**config.mk**
```make
export PLATFORM = sky130hd
export DESIGN_NAME = lane_center_and_steer_error
export DESIGN_NICKNAME = d
export VERILOG_FILES = /design/src/hdl/lcse_pkg.sv /design/src/hdl/lane_center_and_steer_error.sv
export SDC_FILE = /design/constraint.sdc
export NUM_CORES = 1
export LEC_CHECK = 0
export BUFFER_PORTS_ARGS = -buffer_cell sky130_fd_sc_hd__buf_2
export CAP_MARGIN = 0
export CORE_ASPECT_RATIO = 0.8
export CORE_MARGIN = 2
export CORE_UTILIZATION = 57
export DETAILED_ROUTE_END_ITERATION = 10
export PLACE_DENSITY = 0.74
export SLEW_MARGIN = 10
export SYNTH_ARGS = -nofsm -noshare
export SYNTH_HDL_FRONTEND = slang
export SYNTH_SLANG_ARGS = --single-unit
```
**constraint.sdc**
```tcl
create_clock -name clk -period 5.2 [get_ports clk]
set_input_delay 1.04 -clock clk [delete_from_list [all_inputs] [get_ports clk]]
set_output_delay 1.04 -clock clk [all_outputs]
set_load 0.005 [all_outputs]
```
**src/hdl/lcse_pkg.sv**
```systemverilog
// Shared constants and register codes for the lane centre and steering error block.
package lcse_pkg;

	localparam int unsigned WINDOW_SPAN_DEF = 30;

	localparam logic [6:0] COUNT_MAX = 7'd127;

	typedef enum logic [2:0] {
		REG_FIRST_ROW   = 3'd0,
		REG_NEAR_ROW    = 3'd1,
		REG_FAR_ROW     = 3'd2,
		REG_CENTER_REF  = 3'd3,
		REG_INIT_HALF_W = 3'd4,
		REG_ERROR_LIMIT = 3'd5
	} reg_index_t;

	localparam logic [5:0] FIRST_ROW_RST  = 6'd2;
	localparam logic [5:0] NEAR_ROW_RST   = 6'd10;
	localparam logic [5:0] FAR_ROW_RST    = 6'd45;
	localparam logic [7:0] CENTER_REF_RST = 8'd98;
	localparam logic [6:0] INIT_HALF_RST  = 7'd40;
	localparam logic [7:0] ERR_LIMIT_RST  = 8'd33;

endpackage

```
**src/hdl/lane_center_and_steer_error.sv**
```systemverilog
// Row centre fill, windowed deviation sums and serial steering error division.
//
//  channel | direction | handshake          | payload
//  --------+-----------+--------------------+--------------------------------------------
//  in      | input     | in_valid/in_stall  | row_index, edges, lost flags, invalid_in, last_row
//  out     | output    | out_valid/out_stall| row_center, row_invalid, steer_error, error_ready
//  cfg     | input     | cfg_valid/cfg_ready| cfg_index, cfg_data
//
// An ordinary row is captured in ST_IDLE, computed in ST_ROW and loaded into the result register from ST_PUT.
// The last row of a frame also passes through the restoring divider in ST_DIV and the clamp in ST_CLAMP.
// A new beat is taken only once the previous result has been loaded.
// Reset restores the register defaults and clears the frame sums at once.
// While a result is stalled, the next row is taken and computed, then waits to be loaded.
module lane_center_and_steer_error
	import lcse_pkg::*;
#(
	parameter int unsigned WINDOW_SPAN = WINDOW_SPAN_DEF
) (
	input  logic              clk,
	input  logic              arst_n,
	input  logic              in_valid,
	output logic              in_stall,
	input  logic [5:0]        row_index,
	input  logic [7:0]        left_edge,
	input  logic [7:0]        right_edge,
	input  logic              left_lost,
	input  logic              right_lost,
	input  logic              invalid_in,
	input  logic              last_row,
	output logic              out_valid,
	input  logic              out_stall,
	output logic [7:0]        row_center,
	output logic              row_invalid,
	output logic signed [8:0] steer_error,
	output logic              error_ready,
	input  logic              cfg_valid,
	output logic              cfg_ready,
	input  logic [2:0]        cfg_index,
	input  logic [7:0]        cfg_data
);

	typedef enum logic [2:0] {
		ST_IDLE,
		ST_ROW,
		ST_DIV,
		ST_CLAMP,
		ST_PUT
	} state_t;

	localparam logic [6:0] SPAN = 7'(WINDOW_SPAN);

	state_t state_q;

	logic [5:0] first_row_q, near_row_q, far_row_q;
	logic [7:0] center_ref_q, err_limit_q;
	logic [6:0] init_half_q;

	logic [6:0]  half_width_q;
	logic [15:0] full_sum_q, near_sum_q;
	logic [6:0]  full_count_q, near_count_q;

	logic [5:0] row_q;
	logic [7:0] left_q, right_q;
	logic       llost_q, rlost_q, inv_q, last_q;

	logic [7:0]  center_q;
	logic        invalid_q;
	logic signed [8:0] err_q;

	logic [15:0] dvd_q;
	logic [6:0]  rem_q, cnt_q;
	logic        neg_q;
	logic [3:0]  step_q;

	logic              out_valid_q;
	logic [7:0]        row_center_q;
	logic              row_invalid_q;
	logic signed [8:0] steer_error_q;
	logic              error_ready_q;

	logic [7:0]  center_c;
	logic        invalid_c;
	logic [6:0]  hw_c;
	logic [8:0]  sum9_c;
	logic [15:0] dev_c;
	logic [5:0]  limit_c;
	logic        use_full_c;
	logic [15:0] sel_sum_c;
	logic [7:0]  trial_c;
	logic        qbit_c;
	logic signed [16:0] err_c, lim_c;

	always_comb begin
		center_c  = 8'd0;
		invalid_c = inv_q;
		hw_c      = half_width_q;
		sum9_c    = 9'd0;
		if (!llost_q && rlost_q) begin
			if (left_q > {1'b0, half_width_q}) begin
				center_c = left_q - {1'b0, half_width_q};
			end else begin
				invalid_c = 1'b1;
			end
		end else if (llost_q && !rlost_q) begin
			sum9_c = {1'b0, right_q} + {2'b00, half_width_q};
			if (right_q > {1'b0, half_width_q}) begin
				center_c = sum9_c[8] ? 8'hFF : sum9_c[7:0];
			end else begin
				invalid_c = 1'b1;
			end
		end else begin
			sum9_c   = {1'b0, left_q} + {1'b0, right_q};
			center_c = sum9_c[8:1];
			hw_c     = (left_q >= right_q) ? 7'((left_q - right_q) >> 1) : 7'd0;
		end
	end

	always_comb begin
		dev_c      = 16'({{8{1'b0}}, center_c} - {{8{1'b0}}, center_ref_q});
		limit_c    = (row_q < far_row_q) ? row_q : far_row_q;
		use_full_c = ({1'b0, limit_c} < ({1'b0, first_row_q} + SPAN)) ||
		             (limit_c <= near_row_q);
		sel_sum_c  = use_full_c ? full_sum_q : near_sum_q;
	end

	always_comb begin
		trial_c = {rem_q, dvd_q[15]};
		qbit_c  = trial_c >= {1'b0, cnt_q};
	end

	always_comb begin
		if (cnt_q == 7'd0) begin
			err_c = 17'sd0;
		end else if (neg_q) begin
			err_c = -$signed({1'b0, dvd_q});
		end else begin
			err_c = $signed({1'b0, dvd_q});
		end
		lim_c = $signed({9'd0, err_limit_q});
	end

	always_ff @(posedge clk or negedge arst_n) begin
		if (!arst_n) begin
			state_q      <= ST_IDLE;
			first_row_q  <= FIRST_ROW_RST;
			near_row_q   <= NEAR_ROW_RST;
			far_row_q    <= FAR_ROW_RST;
			center_ref_q <= CENTER_REF_RST;
			init_half_q  <= INIT_HALF_RST;
			err_limit_q  <= ERR_LIMIT_RST;
			half_width_q <= INIT_HALF_RST;
			full_sum_q   <= 16'd0;
			near_sum_q   <= 16'd0;
			full_count_q <= 7'd0;
			near_count_q <= 7'd0;
			step_q       <= 4'd0;
			out_valid_q  <= 1'b0;
		end else begin
			if (out_valid_q && !out_stall && state_q != ST_PUT) begin
				out_valid_q <= 1'b0;
			end
			if (cfg_valid) begin
				unique case (cfg_index)
					REG_FIRST_ROW:   first_row_q  <= cfg_data[5:0];
					REG_NEAR_ROW:    near_row_q   <= cfg_data[5:0];
					REG_FAR_ROW:     far_row_q    <= cfg_data[5:0];
					REG_CENTER_REF:  center_ref_q <= cfg_data;
					REG_INIT_HALF_W: begin
						init_half_q  <= cfg_data[6:0];
						half_width_q <= cfg_data[6:0];
					end
					REG_ERROR_LIMIT: err_limit_q  <= cfg_data;
					default: ;
				endcase
			end
			unique case (state_q)
				ST_IDLE: begin
					if (in_valid) begin
						row_q   <= row_index;
						left_q  <= left_edge;
						right_q <= right_edge;
						llost_q <= left_lost;
						rlost_q <= right_lost;
						inv_q   <= invalid_in;
						last_q  <= last_row;
						state_q <= ST_ROW;
					end
				end
				ST_ROW: begin
					center_q  <= center_c;
					invalid_q <= invalid_c;
					err_q     <= 9'sd0;
					if (last_q) begin
						dvd_q        <= sel_sum_c[15] ? 16'(-sel_sum_c) : sel_sum_c;
						neg_q        <= sel_sum_c[15];
						cnt_q        <= use_full_c ? full_count_q : near_count_q;
						rem_q        <= 7'd0;
						step_q       <= 4'd0;
						half_width_q <= init_half_q;
						full_sum_q   <= 16'd0;
						near_sum_q   <= 16'd0;
						full_count_q <= 7'd0;
						near_count_q <= 7'd0;
						state_q      <= ST_DIV;
					end else begin
						half_width_q <= hw_c;
						if (!invalid_c && row_q < far_row_q) begin
							if (row_q >= first_row_q) begin
								full_sum_q <= full_sum_q + dev_c;
								if (full_count_q < COUNT_MAX) begin
									full_count_q <= full_count_q + 7'd1;
								end
							end
							if (row_q >= near_row_q) begin
								near_sum_q <= near_sum_q + dev_c;
								if (near_count_q < COUNT_MAX) begin
									near_count_q <= near_count_q + 7'd1;
								end
							end
						end
						state_q <= ST_PUT;
					end
				end
				ST_DIV: begin
					rem_q  <= qbit_c ? 7'(trial_c - {1'b0, cnt_q}) : trial_c[6:0];
					dvd_q  <= {dvd_q[14:0], qbit_c};
					step_q <= step_q + 4'd1;
					if (step_q == 4'hF) begin
						state_q <= ST_CLAMP;
					end
				end
				ST_CLAMP: begin
					if (err_c >= lim_c) begin
						err_q <= 9'(lim_c);
					end else if (err_c <= -lim_c) begin
						err_q <= 9'(-lim_c);
					end else begin
						err_q <= 9'(err_c);
					end
					state_q <= ST_PUT;
				end
				ST_PUT: begin
					if (!out_valid_q || !out_stall) begin
						out_valid_q   <= 1'b1;
						row_center_q  <= center_q;
						row_invalid_q <= invalid_q;
						steer_error_q <= err_q;
						error_ready_q <= last_q;
						state_q       <= ST_IDLE;
					end
				end
				default: state_q <= ST_IDLE;
			endcase
		end
	end

	assign in_stall    = (state_q != ST_IDLE);
	assign cfg_ready   = 1'b1;
	assign out_valid   = out_valid_q;
	assign row_center  = row_center_q;
	assign row_invalid = row_invalid_q;
	assign steer_error = steer_error_q;
	assign error_ready = error_ready_q;

endmodule

```
==> run_results.csv <==
group,metric,value,unit
critical_path,r2r_setup_slack,-0.28,ns
global_routing,grt_antenna_before_repair,0,
sta,clock_skew,0.00896,ns
yosys,synth_seq_area_share,38.3,%
global_routing,grt_pass1_wl,58.9,mm
routing,drtIter0Drc,1005,
global_routing,grt_max_degree,46,
critical_path,path_max_fanout,2,
power_and_ir_drop,swShare,43.8,%
critical_path,max_stage_delay,0.44,ns
power_and_ir_drop,p_sw,5.17,mW
critical_path,crit_required,5.52,ns
floorplanning,start_util,57.9,%
sta,rsz0062_at_grt,"yes",
layout,nets,1865,
place,portBuffers,62,
routing,wl_per_cell,18.8,µm
layout,syn_to_final_growth,20.3,%
cts,tritoncts,"done",
yosys,yosys.area.top_type,"edfxtp_1",
cts,cts_hold_buf,0,
hold_path,min_to,"steer_error[7]$_DFFE_PP_",
yosys,synth_warnings,0,
sta,worstMarginPinSlew,1.15,ns
yosys,ys_types,76,
critical_path,critPathLaunch,"half_width_q[0]$_DFFE_PN0P_",
critical_path,crit_top_cell,"o211ai_1",
routing,drc,0,
sta,fin_tns_setup,-1.49,ns
yosys,netlist_top_cells_area,"edfxtp_1, dfrtp_1, ha_1, nand2_1, o21ai_0",
critical_path,path_delay_family,"compound AO/OA/AOI/OAI gates",
sta,post-route-min-period,5.48,ns
sta,setup_viol,12,
outcome,violations,"negative setup slack",
sta,fin_ws,-0.281,ns
place,gp_congestion,0.930,
critical_path,arrival,5.80,ns
flow_run,drv_cap,0,
outcome,status,"complete, but fails checks",
routing,top_layer_used,"met4",
yosys,synth_edf_count,94,
sta,finalCritPeriodShare,105,%
routing,wirelength,37.6,mm
power_and_ir_drop,comb_power_share,66.3,%
yosys,synth.most_common_cell,"nand2_1",
layout,nFillCells,1796,
critical_path,rr_endpoint,"near_sum_q[15]$_DFFE_PN0P_",
power_and_ir_drop,p_int,6.64,mW
sta,fmax,182,MHz
yosys,synth_top_area_share,20.1,%
critical_path,slowest_stage,"dfrtp_2",
place,hpwlAfterDp,27.6,mm
cts,clock_latency,0.45,ns
cts,path_clk_slew,0.08,ns
hold_path,hp-start,"err_q[7]$_SDFFCE_PN0P_",
critical_path,worstSetupEndpointType,"flop",
power_and_ir_drop,peakVddDrop,0.447,mV
layout,utilization,69.7,%
floorplanning,chipHeight,145,µm
critical_path,path_class,"flop to flop",
routing,met2_wirelength,16.9,mm
floorplanning,io_pins,64,
sta,fin_hold_ws,0.420,ns
cts,ctsRootBufferMaster,"clkbuf_16",
layout,final_cell_area,0.0169,mm²
global_routing,grt_usage,28.5,%
layout,layout-drive-gt1-share,24.4,%
floorplanning,dieArea,0.0260,mm²
hold_path,hold_path.class,"flop to flop",
critical_path,start_kind,"flop",
global_routing,grt_overflow,0,
routing,first_pass_iters,5,
critical_path,path_buf_inv,1,
floorplanning,rows,51,
yosys,synth_common_cells,"nand2_1, ha_1, nor2_1",
power_and_ir_drop,total_power,11.8,mW
yosys,ys_seq_elements,196,
cts,htreeDepth,4,
power_and_ir_drop,clock_power_share,11.4,%
cts,cts-buffers-inserted,17,
power_and_ir_drop,power_density,697,mW/mm²
sta,slew_violations,0,
layout,multi_input_area,0.00870,mm²
yosys,async_flop_share,52.0,%
critical_path,r2r_cells,26,
yosys,syn_inst,1482,
layout,diodes,0,
layout,seq_area,0.00540,mm²
floorplanning,coreArea,0.0243,mm²
yosys,synth_top_flop_cell,"edfxtp_1",
yosys,netlist_area,0.0141,mm²
global_routing,grt_pass1_vias,11209,
routing,ant_nets,0,
critical_path,reg2reg_from,"half_width_q[0]$_DFFE_PN0P_",
sta,hold_violations,0,
yosys,syn_nets,1679,
cts,clockBufferDepth,2,
cts,cts_sinks,196,
power_and_ir_drop,p_leak,7.46,nW
power_and_ir_drop,p_seq_share,22.2,%
floorplanning,chipWidth,180,µm
routing,wl_met3,2.65,mm
yosys,syn_area_per_cell,9.50,µm²
hold_path,hold_path_depth,0,
routing,wl_met1,17.3,mm
place,dpl_cell_area,0.0155,mm²
sta,relSlewSlack,23.0,%
routing,vias,12031,
routing,viasPerCell,6.02,
[state kept, by name, summed over array words and instances, names as in the netlist, 6 cells and up]
signal and count:
full_sum_q 16, first_row_q 6, steer_error 9, err_q 9, left_q 8, err_limit_q 8, cnt_q 7, half_width_q 7
full_count_q 7, rem_q 7, near_sum_q 16, center_ref_q 8, far_row_q 6, init_half_q 7, near_row_q 6, row_q 6
center_q 8, near_count_q 7, dvd_q 16, right_q 8, row_center 8
[per-layer routing]
layer / vias to the layer above / track usage [%]
li1: 5759 / -
met1: 5758 / 40.3
met2: 449 / 45.0
met3: 65 / 5.46
met4: 0 / 7.70
met5: - / 0
[layout by cell type, fill, tap and decap left out, drive strengths merged, types with 10 or more instances in the layout]
cell    instances
or2            10
a211oi         15
nand4          12
o21ai          97
mux2           40
nand2b         23
dfrtp          86
dfstp          16
xor2           36
clkbuf         18
a21oi          81
nor2          101
nor2b          29
nor3           34
xnor2          53
or3            18
a21o           22
ha            147
o21a           13
inv            99
nand2         148
mux2i          20
o211ai         14
edfxtp         94
buf           215
o31ai          40
nand3          42
or4            13
and3           15
[cell families (layout without fill, tap and decap cells)]
group	after synthesis	count (layout)	share of synthesized area [%]
adder cells (fa/ha/maj)	155	155	14.2
AO/OA/AOI/OAI	361	361	16.8
XOR/XNOR	89	89	5.54
AND/OR/NAND/NOR	478	478	16.6
multiplexers	60	60	4.65
buffers and inverters	142	341	3.88
flip-flops	196	196	38.3
other	1	1	0.0266
[worst max path at each step]
stage	end	slack [ns]	depth (start not counted)
4_1_cts	full_sum_q[15]$_DFFE_PN0P_	-0.23	27
3_3_place_gp	full_sum_q[15]$_DFFE_PN0P_	-0.40	25
6_report	near_sum_q[15]$_DFFE_PN0P_	-0.28	26
5_1_grt	full_sum_q[15]$_DFFE_PN0P_	-0.53	26
3_5_place_dp	full_sum_q[15]$_DFFE_PN0P_	-0.67	25
2_1_floorplan	full_sum_q[15]$_DFFE_PN0P_	-0.11	25
[per-stage QoR]
step / std cells / setup slack (ns)
after floorplan: 1482 / -0.112
after global placement: 1935 / -0.396
after detailed placement: 1935 / -0.673
after CTS: 1985 / -0.226
after global routing: 1999 / -0.526
final: 1999 / -0.281
[layout make-up]
cell class                      instances  share of cell area [%]
Clock buffer                           18                    2.53
Clock inverter                         14                   0.990
Inverter                               94                    2.08
Multi-Input combinational cell       1144                    51.4
Sequential cell                       196                    31.9
Tap cell                              318                    2.35
Timing Repair Buffer                  215                    8.81
[power groups by stage]
stage	logic, mW	registers, mW	clock network, mW
floorplan	4.47	2.42	0
global placement	6.23	2.59	0
finish	7.83	2.62	1.35
detailed placement	6.40	2.61	0
CTS	6.98	2.59	1.36
global route	8.57	2.67	1.42
[what timing repair did]
item                       4_1_cts  5_1_grt
gates resized for setup         43       86
setup endpoints to repair       17       24
pin swaps                       35       78
buffers inserted                18       22
(Power assumes the default switching activity.)
